--- src/design/scb_pkg.sv ---
// Package: constants, key tables and control structs of the scan code line buffer.
package scb_pkg;

	localparam int BUFFER_DEPTH = 64;
	localparam int MAX_READ     = 16;
	localparam int NUM_KEYS     = 60;

	localparam logic [7:0] CODE_BACKSPACE = 8'd14;
	localparam logic [7:0] CODE_ENTER     = 8'd28;
	localparam logic [7:0] CODE_CAPS      = 8'd58;
	localparam logic [7:0] DIGIT_LO       = 8'd2;
	localparam logic [7:0] DIGIT_HI       = 8'd13;

	localparam logic [7:0] CH_NEWLINE   = 8'h0A;
	localparam logic [7:0] CH_BACKSPACE = 8'h08;

	localparam logic [2:0] KIND_NONE      = 3'd0;
	localparam logic [2:0] KIND_ECHO      = 3'd1;
	localparam logic [2:0] KIND_BS        = 3'd2;
	localparam logic [2:0] KIND_NL        = 3'd3;
	localparam logic [2:0] KIND_READ      = 3'd4;
	localparam logic [2:0] KIND_NOT_READY = 3'd5;

	localparam logic [7:0] PLAIN_MAP [NUM_KEYS] = '{
		8'h00, 8'h1B, "1",   "2",   "3",   "4",   "5",   "6",   "7",   "8",
		"9",   "0",   8'h27, 8'hBF, 8'h00, 8'h09, "q",   "w",   "e",   "r",
		"t",   "y",   "u",   "i",   "o",   "p",   8'hB4, "+",   8'h0A, 8'h00,
		"a",   "s",   "d",   "f",   "g",   "h",   "j",   "k",   "l",   8'h00,
		"{",   "|",   8'h00, "}",   "z",   "x",   "c",   "v",   "b",   "n",
		"m",   ",",   ".",   "-",   8'h00, "*",   8'h00, " ",   8'h00, 8'h00
	};

	localparam logic [7:0] CAPS_MAP [NUM_KEYS] = '{
		8'h00, 8'h1B, "!",   8'h00, "#",   "$",   "%",   "&",   "/",   "(",
		")",   "=",   "?",   8'hA1, 8'h00, 8'h09, "Q",   "W",   "E",   "R",
		"T",   "Y",   "U",   "I",   "O",   "P",   8'hA8, "*",   8'h0A, 8'h00,
		"A",   "S",   "D",   "F",   "G",   "H",   "J",   "K",   "L",   8'h00,
		"[",   8'hB0, 8'h00, "]",   "Z",   "X",   "C",   "V",   "B",   "N",
		"M",   ";",   ":",   "_",   8'h00, "*",   8'h00, " ",   8'h00, 8'h00
	};

	typedef struct packed {
		logic load_item;
		logic exec_single;
		logic sel_rd;
		logic rd_emit;
	} scb_cmd_t;

	typedef struct packed {
		logic is_read;
		logic read_ok;
		logic out_free;
		logic rd_stop;
	} scb_status_t;

endpackage

--- src/design/scb_if.sv ---
// Interfaces: request and result channels of the scan code line buffer.
interface scb_req_if;
	logic       valid;
	logic       ready;
	logic       action;
	logic [7:0] scan_code;
	logic [4:0] read_count;

	modport source (output valid, output action, output scan_code, output read_count,
		input ready);
	modport sink (input valid, input action, input scan_code, input read_count,
		output ready);
endinterface

interface scb_rsp_if;
	logic       valid;
	logic       ready;
	logic [2:0] kind;
	logic [7:0] char_out;
	logic       last;

	modport source (output valid, output kind, output char_out, output last, input ready);
	modport sink (input valid, input kind, input char_out, input last, output ready);
endinterface

--- src/design/scb_ram.sv ---
// Generic single-write, single-read RAM with registered read data.
module scb_ram #(
	parameter int WIDTH = 8,
	parameter int DEPTH = 64
) (
	input  logic                     clk,
	input  logic                     we,
	input  logic [$clog2(DEPTH)-1:0] waddr,
	input  logic [WIDTH-1:0]         wdata,
	input  logic [$clog2(DEPTH)-1:0] raddr,
	output logic [WIDTH-1:0]         rdata
);

	logic [WIDTH-1:0] mem_q [DEPTH];

	always_ff @(posedge clk) begin
		if (we) begin
			mem_q[waddr] <= wdata;
		end
		rdata <= mem_q[raddr];
	end

endmodule

--- src/design/scb_ctrl.sv ---
// Controller: sequences transaction intake, key execution and the read loop.
module scb_ctrl (
	input  logic                clk,
	input  logic                arst_n,
	input  logic                req_valid,
	output logic                req_ready,
	input  scb_pkg::scb_status_t status,
	output scb_pkg::scb_cmd_t    cmd
);

	localparam logic [1:0] ST_IDLE    = 2'd0;
	localparam logic [1:0] ST_EXEC    = 2'd1;
	localparam logic [1:0] ST_RD_ADDR = 2'd2;
	localparam logic [1:0] ST_RD_DATA = 2'd3;

	logic [1:0] state_q;
	logic [1:0] state_d;

	assign req_ready = (state_q == ST_IDLE);

	always_comb begin
		state_d         = state_q;
		cmd.load_item   = 1'b0;
		cmd.exec_single = 1'b0;
		cmd.sel_rd      = 1'b0;
		cmd.rd_emit     = 1'b0;
		unique case (state_q)
			ST_IDLE: begin
				if (req_valid) begin
					cmd.load_item = 1'b1;
					state_d       = ST_EXEC;
				end
			end
			ST_EXEC: begin
				if (status.is_read && status.read_ok) begin
					state_d = ST_RD_ADDR;
				end else if (status.out_free) begin
					cmd.exec_single = 1'b1;
					state_d         = ST_IDLE;
				end
			end
			ST_RD_ADDR: begin
				cmd.sel_rd = 1'b1;
				state_d    = ST_RD_DATA;
			end
			ST_RD_DATA: begin
				cmd.sel_rd = 1'b1;
				if (status.out_free) begin
					cmd.rd_emit = 1'b1;
					state_d     = status.rd_stop ? ST_IDLE : ST_RD_ADDR;
				end
			end
			default: state_d = ST_IDLE;
		endcase
	end

	always_ff @(posedge clk or negedge arst_n) begin
		if (!arst_n) begin
			state_q <= ST_IDLE;
		end else begin
			state_q <= state_d;
		end
	end

endmodule

--- src/design/scb_dp.sv ---
// Datapath: item registers, key decode, ring buffer pointers and result register.
module scb_dp #(
	parameter int BUFFER_DEPTH = scb_pkg::BUFFER_DEPTH,
	parameter int MAX_READ     = scb_pkg::MAX_READ
) (
	input  logic                 clk,
	input  logic                 arst_n,
	input  scb_pkg::scb_cmd_t    cmd,
	output scb_pkg::scb_status_t status,
	input  logic                 req_action,
	input  logic [7:0]           req_scan_code,
	input  logic [4:0]           req_read_count,
	output logic                 rsp_valid,
	input  logic                 rsp_ready,
	output logic [2:0]           rsp_kind,
	output logic [7:0]           rsp_char_out,
	output logic                 rsp_last
);

	localparam int PTR_W  = $clog2(BUFFER_DEPTH);
	localparam int FILL_W = $clog2(BUFFER_DEPTH + 1);
	localparam int WANT_W = $clog2(MAX_READ + 1);

	function automatic logic [PTR_W-1:0] ptr_next(input logic [PTR_W-1:0] p);
		return (p == PTR_W'(BUFFER_DEPTH - 1)) ? '0 : p + PTR_W'(1);
	endfunction

	function automatic logic [PTR_W-1:0] ptr_prev(input logic [PTR_W-1:0] p);
		return (p == '0) ? PTR_W'(BUFFER_DEPTH - 1) : p - PTR_W'(1);
	endfunction

	logic              action_q;
	logic [7:0]        code_q;
	logic [WANT_W-1:0] want_q;
	logic [PTR_W-1:0]  wp_q;
	logic [PTR_W-1:0]  rp_q;
	logic [FILL_W-1:0] fill_q;
	logic              caps_q;
	logic              line_q;
	logic              out_valid_q;
	logic [2:0]        kind_q;
	logic [7:0]        char_q;
	logic              last_q;

	logic              ram_we;
	logic [PTR_W-1:0]  ram_raddr;
	logic [7:0]        ram_rdata;

	logic [WANT_W-1:0] want_d;
	logic [5:0]        key_idx;
	logic              is_digit;
	logic [7:0]        key_char;
	logic [2:0]        k_kind;
	logic [7:0]        k_char;
	logic              k_push;
	logic              k_bs;
	logic              k_caps;
	logic              k_line;
	logic              key_exec;
	logic              rd_nl;

	assign want_d = (32'(req_read_count) > MAX_READ) ? WANT_W'(MAX_READ)
		: WANT_W'(req_read_count);

	assign key_idx  = (code_q < 8'(scb_pkg::NUM_KEYS)) ? code_q[5:0] : 6'd0;
	assign is_digit = (code_q >= scb_pkg::DIGIT_LO) && (code_q <= scb_pkg::DIGIT_HI);
	assign key_char = (caps_q && !is_digit) ? scb_pkg::CAPS_MAP[key_idx]
		: scb_pkg::PLAIN_MAP[key_idx];

	always_comb begin
		k_kind = scb_pkg::KIND_NONE;
		k_char = 8'h00;
		k_push = 1'b0;
		k_bs   = 1'b0;
		k_caps = 1'b0;
		k_line = 1'b0;
		if (code_q >= 8'(scb_pkg::NUM_KEYS)) begin
			k_kind = scb_pkg::KIND_NONE;
		end else if (code_q == scb_pkg::CODE_BACKSPACE) begin
			// prev entry read back from RAM; a newline is never erased
			if (fill_q != '0 && ram_rdata != scb_pkg::CH_NEWLINE) begin
				k_kind = scb_pkg::KIND_BS;
				k_char = scb_pkg::CH_BACKSPACE;
				k_bs   = 1'b1;
			end
		end else if (code_q == scb_pkg::CODE_ENTER) begin
			if (fill_q != FILL_W'(BUFFER_DEPTH)) begin
				k_kind = scb_pkg::KIND_NL;
				k_char = scb_pkg::CH_NEWLINE;
				k_push = 1'b1;
				k_line = 1'b1;
			end
		end else if (code_q == scb_pkg::CODE_CAPS) begin
			k_caps = 1'b1;
		end else if (key_char != 8'h00 && fill_q < FILL_W'(BUFFER_DEPTH - 1)) begin
			// last slot is kept for a newline
			k_kind = scb_pkg::KIND_ECHO;
			k_char = key_char;
			k_push = 1'b1;
		end
	end

	assign key_exec  = cmd.exec_single && !action_q;
	assign ram_we    = key_exec && k_push;
	assign ram_raddr = cmd.sel_rd ? rp_q : ptr_prev(wp_q);
	assign rd_nl     = (ram_rdata == scb_pkg::CH_NEWLINE);

	scb_ram #(
		.WIDTH (8),
		.DEPTH (BUFFER_DEPTH)
	) u_ram (
		.clk   (clk),
		.we    (ram_we),
		.waddr (wp_q),
		.wdata (k_char),
		.raddr (ram_raddr),
		.rdata (ram_rdata)
	);

	assign status.is_read  = action_q;
	assign status.read_ok  = (want_q != '0) && (32'(fill_q) >= 32'(want_q)) && line_q;
	assign status.out_free = !out_valid_q || rsp_ready;
	assign status.rd_stop  = rd_nl || (want_q == WANT_W'(1));

	always_ff @(posedge clk) begin
		if (cmd.load_item) begin
			action_q <= req_action;
			code_q   <= req_scan_code;
			want_q   <= want_d;
		end else if (cmd.rd_emit) begin
			want_q <= want_q - WANT_W'(1);
		end
		if (cmd.exec_single) begin
			kind_q <= action_q ? scb_pkg::KIND_NOT_READY : k_kind;
			char_q <= action_q ? 8'h00 : k_char;
			last_q <= 1'b1;
		end else if (cmd.rd_emit) begin
			kind_q <= scb_pkg::KIND_READ;
			char_q <= ram_rdata;
			last_q <= status.rd_stop;
		end
	end

	always_ff @(posedge clk or negedge arst_n) begin
		if (!arst_n) begin
			wp_q        <= '0;
			rp_q        <= '0;
			fill_q      <= '0;
			caps_q      <= 1'b0;
			line_q      <= 1'b0;
			out_valid_q <= 1'b0;
		end else begin
			if (key_exec) begin
				if (k_push) begin
					wp_q   <= ptr_next(wp_q);
					fill_q <= fill_q + FILL_W'(1);
				end else if (k_bs) begin
					wp_q   <= ptr_prev(wp_q);
					fill_q <= fill_q - FILL_W'(1);
				end
				if (k_caps) begin
					caps_q <= !caps_q;
				end
				if (k_line) begin
					line_q <= 1'b1;
				end
			end else if (cmd.rd_emit) begin
				rp_q   <= ptr_next(rp_q);
				fill_q <= fill_q - FILL_W'(1);
				if (rd_nl) begin
					line_q <= 1'b0;
				end
			end
			if (cmd.exec_single || cmd.rd_emit) begin
				out_valid_q <= 1'b1;
			end else if (rsp_ready) begin
				out_valid_q <= 1'b0;
			end
		end
	end

	assign rsp_valid    = out_valid_q;
	assign rsp_kind     = kind_q;
	assign rsp_char_out = char_q;
	assign rsp_last     = last_q;

endmodule

--- src/design/scan_code_line_buffer_unit.sv ---
// Top level: keyboard line buffer fed by set-1 scan codes, with read requests.
//
// Channels: req carries one transaction per key event (action 0, scan_code) or
// read request (action 1, read_count). rsp carries result transactions with kind,
// char_out and last; last marks the final result of a request.
// Sequencing: req is taken only while the controller is idle. A key event or a
// refused read gives its single result from the execute state once the output
// register is free, and the next request is taken after that result is loaded. A
// read takes an address state and a data state per character for the registered
// read of the character RAM; no request is taken until its last result is loaded.
// Reset: pointers, fill count, caps lock and line-ready flags clear at once; the
// character RAM is not cleared and is only read at written entries.
// Stall: a result waits in the output register while rsp.ready is low; the
// controller holds its state until the register frees, so nothing is lost.
module scan_code_line_buffer_unit #(
	parameter int BUFFER_DEPTH = scb_pkg::BUFFER_DEPTH,
	parameter int MAX_READ     = scb_pkg::MAX_READ
) (
	input logic       clk,
	input logic       arst_n,
	scb_req_if.sink   req,
	scb_rsp_if.source rsp
);

	scb_pkg::scb_cmd_t    cmd;
	scb_pkg::scb_status_t status;

	scb_ctrl u_ctrl (
		.clk       (clk),
		.arst_n    (arst_n),
		.req_valid (req.valid),
		.req_ready (req.ready),
		.status    (status),
		.cmd       (cmd)
	);

	scb_dp #(
		.BUFFER_DEPTH (BUFFER_DEPTH),
		.MAX_READ     (MAX_READ)
	) u_dp (
		.clk            (clk),
		.arst_n         (arst_n),
		.cmd            (cmd),
		.status         (status),
		.req_action     (req.action),
		.req_scan_code  (req.scan_code),
		.req_read_count (req.read_count),
		.rsp_valid      (rsp.valid),
		.rsp_ready      (rsp.ready),
		.rsp_kind       (rsp.kind),
		.rsp_char_out   (rsp.char_out),
		.rsp_last       (rsp.last)
	);

endmodule

--- src/flat_wrapper.sv ---
// flat-port wrapper written by rule: the top's interface ports become plain ports
module scan_code_line_buffer_unit_flat 
#(
	parameter int BUFFER_DEPTH = scb_pkg::BUFFER_DEPTH,
	parameter int MAX_READ     = scb_pkg::MAX_READ
)
  (clk, arst_n, req_valid, req_action, req_scan_code, req_read_count, req_ready, rsp_valid, rsp_kind, rsp_char_out, rsp_last, rsp_ready);
  scb_req_if req_i ();
  scb_rsp_if rsp_i ();
  input logic clk;
  input logic arst_n;
  input wire logic [$bits(req_i.valid)-1:0] req_valid;
  input wire logic [$bits(req_i.action)-1:0] req_action;
  input wire logic [$bits(req_i.scan_code)-1:0] req_scan_code;
  input wire logic [$bits(req_i.read_count)-1:0] req_read_count;
  output wire logic [$bits(req_i.ready)-1:0] req_ready;
  output wire logic [$bits(rsp_i.valid)-1:0] rsp_valid;
  output wire logic [$bits(rsp_i.kind)-1:0] rsp_kind;
  output wire logic [$bits(rsp_i.char_out)-1:0] rsp_char_out;
  output wire logic [$bits(rsp_i.last)-1:0] rsp_last;
  input wire logic [$bits(rsp_i.ready)-1:0] rsp_ready;
  assign req_i.valid = req_valid;
  assign req_i.action = req_action;
  assign req_i.scan_code = req_scan_code;
  assign req_i.read_count = req_read_count;
  assign req_ready = req_i.ready;
  assign rsp_valid = rsp_i.valid;
  assign rsp_kind = rsp_i.kind;
  assign rsp_char_out = rsp_i.char_out;
  assign rsp_last = rsp_i.last;
  assign rsp_i.ready = rsp_ready;
  scan_code_line_buffer_unit #(.BUFFER_DEPTH(BUFFER_DEPTH), .MAX_READ(MAX_READ)) u_core (.clk(clk), .arst_n(arst_n), .req(req_i), .rsp(rsp_i));
endmodule
--- config.mk ---
export PLATFORM = sky130hd
export DESIGN_NAME = scan_code_line_buffer_unit_flat
export DESIGN_NICKNAME = d
export VERILOG_FILES = /design/src/design/scb_pkg.sv /design/src/design/scb_if.sv /design/src/design/scb_ram.sv /design/src/design/scb_ctrl.sv /design/src/design/scb_dp.sv /design/src/design/scan_code_line_buffer_unit.sv /design/src/flat_wrapper.sv
export SDC_FILE = /design/constraint.sdc
export NUM_CORES = 1
export LEC_CHECK = 0
export BUFFER_PORTS_ARGS = -buffer_cell sky130_fd_sc_hd__buf_4
export CORE_AREA = 2 2 322 165
export CTS_BUF_LIST = sky130_fd_sc_hd__clkbuf_8
export DETAILED_ROUTE_END_ITERATION = 8
export DIE_AREA = 0 0 324 167
export PLACE_DENSITY_LB_ADDON = 0.2
export SLEW_MARGIN = 15
export SYNTH_ARGS = -nofsm -noshare
export SYNTH_HDL_FRONTEND = slang
export SYNTH_SLANG_ARGS = --single-unit
export TNS_END_PERCENT = 1
--- constraint.sdc ---
create_clock -name clk -period 8.8 [get_ports clk]
set_clock_uncertainty 0.15 [all_clocks]
set_input_delay 0.44 -clock clk [delete_from_list [all_inputs] [get_ports clk]]
set_output_delay 0.44 -clock clk [all_outputs]
set_load 0.01 [all_outputs]
### Word-level counts from Yosys, hierarchy flattened

Memories as Yosys holds them, arrays and structs flattened. A register that Yosys moved wholly into a read port is not among the register bits.
Index checks and enable logic that the tools add are counted.

* input bits: 18
* register bits: 50
* output and inout bits: 14
* bits in writable memories: 512
* memories kept: 3
* word-level logic and storage cells: 159
* ROM bits: 1024

Memory list
* (name not given): depth 64, width 8, rd ports 1, clocked after Yosys merged registers in 0, write ports 0, RTL line scb_dp.sv:68 `: scb_pkg::PLAIN_MAP[key_idx];`
* (name not given): depth 64, width 8, rd ports 1, clocked after Yosys merged registers in 0, write ports 0, RTL line scb_dp.sv:67 `assign key_char = (caps_q && !is_digit) ? scb_pkg::CAPS_MAP[key_idx]`
* u_core.u_dp.u_ram.mem_q: depth 64, width 8, rd ports 1, clocked after Yosys merged registers in 1, write ports 1, RTL line scb_ram.sv:14 `logic [WIDTH-1:0] mem_q [DEPTH];`

* multiplexer cells: 76
* bitwise gates (word level): 2
* magnitude comparators: 8
* equal/unequal tests: 17
* reductions and logical operators: 34
* $add $sub $neg: 6

Operators with widths (number)
* $mux W8: 13
* $mux W6: 7
* $mux W1: 33
* $mux W7: 4
* $mux W3: 6
* $eq A8 B4 Y1 const B: 2
* $mux W5: 3
* $mux W2: 7
* $add A6 B1 Y6 const B: 2
* $eq A6 B6 Y1 const B: 2
* $reduce_bool A2 Y1: 6
* $logic_and A1 B1 Y1: 9
* $eq A8 B5 Y1 const B: 1
* $eq A8 B6 Y1 const B: 1
* $ge A8 B2 Y1 const B: 1
* $ge A8 B6 Y1 const B: 1
* $le A8 B4 Y1 const B: 1
* $lt A8 B6 Y1 const B: 1
* $mux W4: 2
* $ne A8 B4 Y1 const B: 1
* $pmux W2 S4: 1
* $reduce_and A2 Y1: 4
* $reduce_bool A8 Y1: 1
* $add A7 B1 Y7 const B: 1
* 25 further kinds: 33

### Logic depth before layout (Yosys ltp)

* depth in word-level cells: 17
* mapped depth: 18
* mapped depth without buffers: 14

### Hierarchy

A second synthesis with hierarchy kept.

* cells, all modules: 1530
* area total of the unflattened synthesis: 25022.7 sq um

Modules (own cells, without submodules)
* scb_ram: seq. area each 15534.9 sq um, area each 20166.8 sq um, times used 1, cells an instance 940
* scb_dp: seq. area each 1321.3 sq um, area each 4739.5 sq um, times used 1, cells an instance 578
* scb_ctrl: seq. area each 50.0 sq um, area each 116.4 sq um, times used 1, cells an instance 12

### Worst setup path after synthesis

Ideal clock, no wire load.

* kind: register to register
* from: register u_core.u_dp.code_q[7]
* to: memory u_core.u_dp.u_ram.mem_q[0][3], data pin
* setup time: 712 ps
* period minus slack after synthesis: 6318 ps
* data arrival time: 5456 ps
* path buffers: 3
* cell stages (with the launch flop): 14
* path slack: 2482 ps
* data required time: 7938 ps
* cell sequence: edfxtp_1 > clkbuf_1 > or2_2 > clkbuf_1 > nor2_1 > nand2_1 > ha_1 > clkbuf_1 > nor2_1 > or4_1 > a31o_1 > a211oi_2 > nor2_1 > o21ai_0

* word-level cells in the longest chain between the ends: 14
* elaborated cells between the ends (all ways): 26
* classes of those cells: 4 x order compare; 3 x eq/ne; 11 x mux; 1 x bitwise; 5 x reduce/logical; 2 x memory

RTL lines
* start, declared: RTL line scb_dp.sv:33 `logic [7:0] code_q;`
* start signal, assigned: RTL line scb_dp.sv:128 `code_q <= req_scan_code;`
* $lt A8 B6 Y1: RTL line scb_dp.sv:65 `assign key_idx = (code_q < 8'(scb_pkg::NUM_KEYS)) ? code_q[5:0] : 6'd0;`
* $mux W6: RTL line scb_dp.sv:65
* $not A6 Y7 (not written as such): RTL line scb_dp.sv:67, scb_dp.sv:68
* $mem_v2 Z64 W8 (on tied branches)
* $mux W8 (on tied branches) (2 in series): RTL line scb_dp.sv:68, scb_dp.sv:67
* $mux W8: RTL line scb_dp.sv:67
* $reduce_bool A8 Y1: RTL line scb_dp.sv:95 `end else if (key_char != 8'h00 && fill_q < FILL_W'(BUFFER_DEPTH - 1)) begin`
* $logic_and A1 B1 Y1: RTL line scb_dp.sv:95
* $mux W8: RTL line scb_dp.sv:95
* $mux W8: RTL line scb_dp.sv:93 `end else if (code_q == scb_pkg::CODE_CAPS) begin`
* $mux W8: RTL line scb_dp.sv:86 `end else if (code_q == scb_pkg::CODE_ENTER) begin`
* $mux W8: RTL line scb_dp.sv:79 `end else if (code_q == scb_pkg::CODE_BACKSPACE) begin`
* $mux W8 (*): RTL line scb_dp.sv:77 `if (code_q >= 8'(scb_pkg::NUM_KEYS)) begin`
* net u_core.u_dp.k_char[3]: RTL line scb_dp.sv:54 `logic [7:0] k_char;`
* end, declared: RTL line scb_ram.sv:14

Mark *: on every way through the listed nets, which the timed path passes. The rest lies on a longest branch. The select of a mux whose other input is x is not followed.

### Final worst setup path

* from: register u_core.u_dp.code_q[2]
* to: memory u_core.u_dp.u_ram.mem_q[59][4], enable pin

* word-level cells in the longest chain between the ends: 17
* elaborated cells between the ends (all ways): 29
* classes of those cells: 4 x order compare; 3 x eq/ne; 13 x mux; 1 x bitwise; 6 x reduce/logical; 2 x memory

RTL lines
* $lt A8 B6 Y1: RTL line scb_dp.sv:65
* $mux W6: RTL line scb_dp.sv:65
* $not A6 Y7 (not written as such): RTL line scb_dp.sv:67, scb_dp.sv:68
* $mem_v2 Z64 W8 (on tied branches)
* $mux W8 (on tied branches) (2 in series): RTL line scb_dp.sv:68, scb_dp.sv:67
* $mux W8: RTL line scb_dp.sv:67
* $reduce_bool A8 Y1: RTL line scb_dp.sv:95
* $logic_and A1 B1 Y1: RTL line scb_dp.sv:95
* $mux W1: RTL line scb_dp.sv:95
* $mux W1: RTL line scb_dp.sv:93
* $mux W1: RTL line scb_dp.sv:86
* $mux W1: RTL line scb_dp.sv:79
* $mux W1 (*): RTL line scb_dp.sv:77
* $logic_and A1 B1 Y1 (*): RTL line scb_dp.sv:104 `assign ram_we = key_exec && k_push;`
* $mux W1 (*): RTL line scb_ram.sv:17 `if (we) begin`
* $mux W1 (not written as such) (*): RTL line scb_ram.sv:18 `mem_q[waddr] <= wdata;`

Every way passes the cells marked *; elsewhere a longest branch is shown, timed or not. The select of a mux whose other input is x is not followed.

==> flow_metrics.tcl <==
set metrics [dict create \
    ys_top_cells_by_area "edfxtp_1, nand2_1, nand3_1, and3_1, dfrtp_1" \
    cts_tree "yes" \
    yosysMostFrequentCell "nand2_1" \
    drv_slew 0 \
    fmax_mhz 159.4 \
    synth.yosys.seq_area_share 0.6668 \
    syn_inst 2186 \
    antennaDiodeCount 0 \
    drive_gt1_frac 0.1064 \
    grt_first_pass_wirelength_um 113800 \
    insertion_delay_ps 680 \
    io_buffers 31 \
    drt_iter0_markers 3038 \
    fp.dieW_um 324 \
    dp_hpwl_um 48290 \
    clkPwrFrac 0.223 \
    synth_flop_cell "edfxtp_1" \
    syn-num-nets 2230 \
    grt.met3_usage 0.1296 \
    finalHoldViolCount 0 \
    final_area_um2 28150 \
    final_core_util 0.5488 \
    period_share 0.7127 \
    clk_pin_slew_ps 80 \
    placed_area_um2 26460 \
    vias 18591 \
    htree_levels 3 \
    grtUsageMet1 0.4700 \
    startpoint_type "register" \
    yosys_warnings 0 \
    io_pins 32 \
    grtUsageTotal 0.2873 \
    hp-class "in -> async" \
    pwr-share-comb 0.418 \
    relSlewSlack 0.1287 \
    postCtsSetupBuffers 0 \
    first_pass_iters 6 \
    critPathArrivalTime_ps 6450 \
    p_switching_mw 3.849 \
    ir_drop_v 0.0003944 \
    finalNetCount 2250 \
    status "finished clean" \
    multi_input_area_um2 7893 \
    critPathKind "reg -> reg" \
    synth_top_cell_by_area "edfxtp_1" \
    p_sw_frac 0.4242 \
    dieArea_um2 54110 \
    drt-vias-per-instance 6.268 \
    area_growth_pct 11.05 \
    synth.avg_cell_area_um2 11.60 \
    die_h_um 167 \
    place_ws_ps 3030 \
    grt_pass1_vias 17177 \
    period_needed_ps 6272 \
    gp_routability_congestion 1.030 \
    avgRoutedWirePerCell_um 26.14 \
    root_buffer "clkbuf_8" \
    whs_ps 61.51 \
    busiest_layer "met1" \
    rsz0062_at_grt "false" \
    start_util 0.4942 \
    synth_common_cells "nand2_1, edfxtp_1, clkbuf_1" \
    internal-power_mw 5.224 \
    drc 0 \
    antenna_found_initial 3 \
    ant_nets 0 \
    cap_violations 0 \
    power.leakage_nw 9.949 \
    worst_pin_slew_ps 1293 \
    setup_viol 0 \
    cts.sinks 570 \
    setup_slack_ps 2528 \
    synth_area_um2 25350 \
    worstPathRequired_ps 8980 \
    finalWirelength_um 77520 \
    power-per-cell-area_nw_per_um2 322.2 \
    endpoint_kind "register" \
    regArea_um2 16910 \
    synthArstFlopShare 0.04211 \
    core_um2 51310 \
    cp_max_fo 39 \
    synth_edf_count 537 \
    power_frac_seq 0.359 \
    ys_ff_latch 570 \
    synthDistinctLibCells 73 \
    core.rowCount 59 \
    grt_max_degree 182 \
    tns_ps 0 \
    cts_buffers 81 \
    gr-usage-met2 0.3366 \
    yosys.area.top_type_share 0.6360 \
    cts_buffer_depth 3 \
    grt-ovfl-total 0 \
    num-fill-cells 4347 \
]
==> layout make-up <==
| type | count | area share |
|---|---|---|
| Sequential cell | 570 | 0.6005 |
| Tap cell | 701 | 0.03115 |
| Multi-Input combinational cell | 1417 | 0.2803 |
| Clock buffer | 84 | 0.04106 |
| Inverter | 30 | 0.004000 |
| Clock inverter | 58 | 0.01231 |
| Timing Repair Buffer | 106 | 0.03066 |
==> cell usage in the layout (no fill, tap or decap), types with 6 or more instances in the layout <==
master / count
a211o_1: 9
a211oi_1: 49
a21o_1: 6
a21oi_1: 39
a311o_1: 9
a311oi_1: 58
a31oi_1: 64
and3_1: 105
buf_4: 87
clkbuf_8: 84
clkinv_1: 9
clkinv_2: 15
dfrtp_1: 24
dfxtp_1: 9
dlygate4sd3_1: 17
edfxtp_1: 537
ha_1: 26
inv_1: 54
nand2_1: 565
nand2b_1: 9
nand3_1: 132
nand4_1: 7
nor2_1: 66
nor2_4: 7
nor3_1: 22
nor4_1: 28
nor4_2: 6
o211ai_1: 10
o21ai_0: 49
o311ai_0: 11
o31ai_1: 7
or3_1: 12
or4_1: 6
xnor2_1: 9
==> cell families (layout without fill, tap and decap cells) <==
kind of cell,after synthesis,in the layout,synth area share
AND/OR/NAND/NOR,1009,1009,0.1812
flip-flops,570,570,0.6668
AO/OA/AOI/OAI,363,363,0.1023
buffers and inverters,199,278,0.02996
adder cells (fa/ha/maj),26,26,0.01283
XOR/XNOR,14,14,0.004836
multiplexers,5,5,0.002073
==> sequential cells by signal (all words and copies together) (netlist names) <==
| signal | cells |
|---|---|
| u_core.u_dp.u_ram.mem_q | 512 |
| u_core.u_dp.code_q | 8 |
| u_core.u_dp.rsp_char_out | 8 |
| u_core.u_dp.u_ram.rdata | 8 |
| u_core.u_dp.fill_q | 7 |
| u_core.u_dp.rp_q | 6 |
| u_core.u_dp.wp_q | 6 |
| u_core.u_dp.want_q | 5 |
| u_core.u_dp.rsp_kind | 3 |
| u_core.u_ctrl.state_q | 2 |
| u_core.u_dp.action_q | 1 |
| u_core.u_dp.caps_q | 1 |
| u_core.u_dp.line_q | 1 |
| u_core.u_dp.rsp_last | 1 |
| u_core.u_dp.rsp_valid | 1 |
==> layer usage <==
layer | vias to the layer above | wire length (µm) | part of all wire
met2 | 1185 | 28230 | 0.36
met3 | 123 | 12070 | 0.16
met4 | 4 | 1229 | 0.016
li1 | 8197 | - | -
met1 | 9082 | 35870 | 0.46
met5 | - | 123 | 0.0016
==> timing repair <==
item / CTS / global route
hold endpoints to repair: 40 / 0
hold buffers: 17 / 0
gates resized for setup: 0 / 0
==> power groups by stage <==
stage / registers [mW] / logic [mW] / clock network [mW]
3_3_place_gp: 3.31 / 3.64 / 0
2_1_floorplan: 3.26 / 2.44 / 0
3_5_place_dp: 3.31 / 3.67 / 0
6_report: 3.26 / 3.79 / 2.02
5_1_grt: 3.27 / 4.10 / 2.17
4_1_cts: 3.25 / 3.68 / 2.05
==> through the flow <==
| stage | power [mW] | instances |
|---|---|---|
| 2_1_floorplan | 5.694 | 2186 |
| 3_3_place_gp | 6.943 | 2807 |
| 3_5_place_dp | 6.975 | 2807 |
| 4_1_cts | 8.984 | 2966 |
| 5_1_grt | 9.539 | 2966 |
| 6_report | 9.073 | 2966 |
==> path summary, 6_finish.rpt <==
kind,startpoint,to,slack [ps],cells past startpoint
max,u_core.u_dp.code_q[2],u_core.u_dp.u_ram.mem_q[59][4],2530,11
min,arst_n,u_core.u_ctrl.state_q[0],60,2
max reg2reg,u_core.u_dp.code_q[2],u_core.u_dp.u_ram.mem_q[59][4],2530,11
min reg2reg,u_core.u_dp.rsp_last,u_core.u_dp.rsp_last,330,2
max in group asynchronous,arst_n,u_core.u_dp.fill_q[0],8180,2
min in group clk,u_core.u_dp.rsp_last,u_core.u_dp.rsp_last,330,2
==> critical path, stage by stage, from the launching register on <==
cell and delay (ps):
edfxtp_1 320, buf_4 370, nor3b_2 710, nand2_1 550, inv_1 420, nand3_1 140, a311o_1 380, a31oi_1 670
nand4b_1 410, o21ai_4 940, buf_4 520, nor3_1 300
Note: power is estimated with default switching activity, not from simulation.
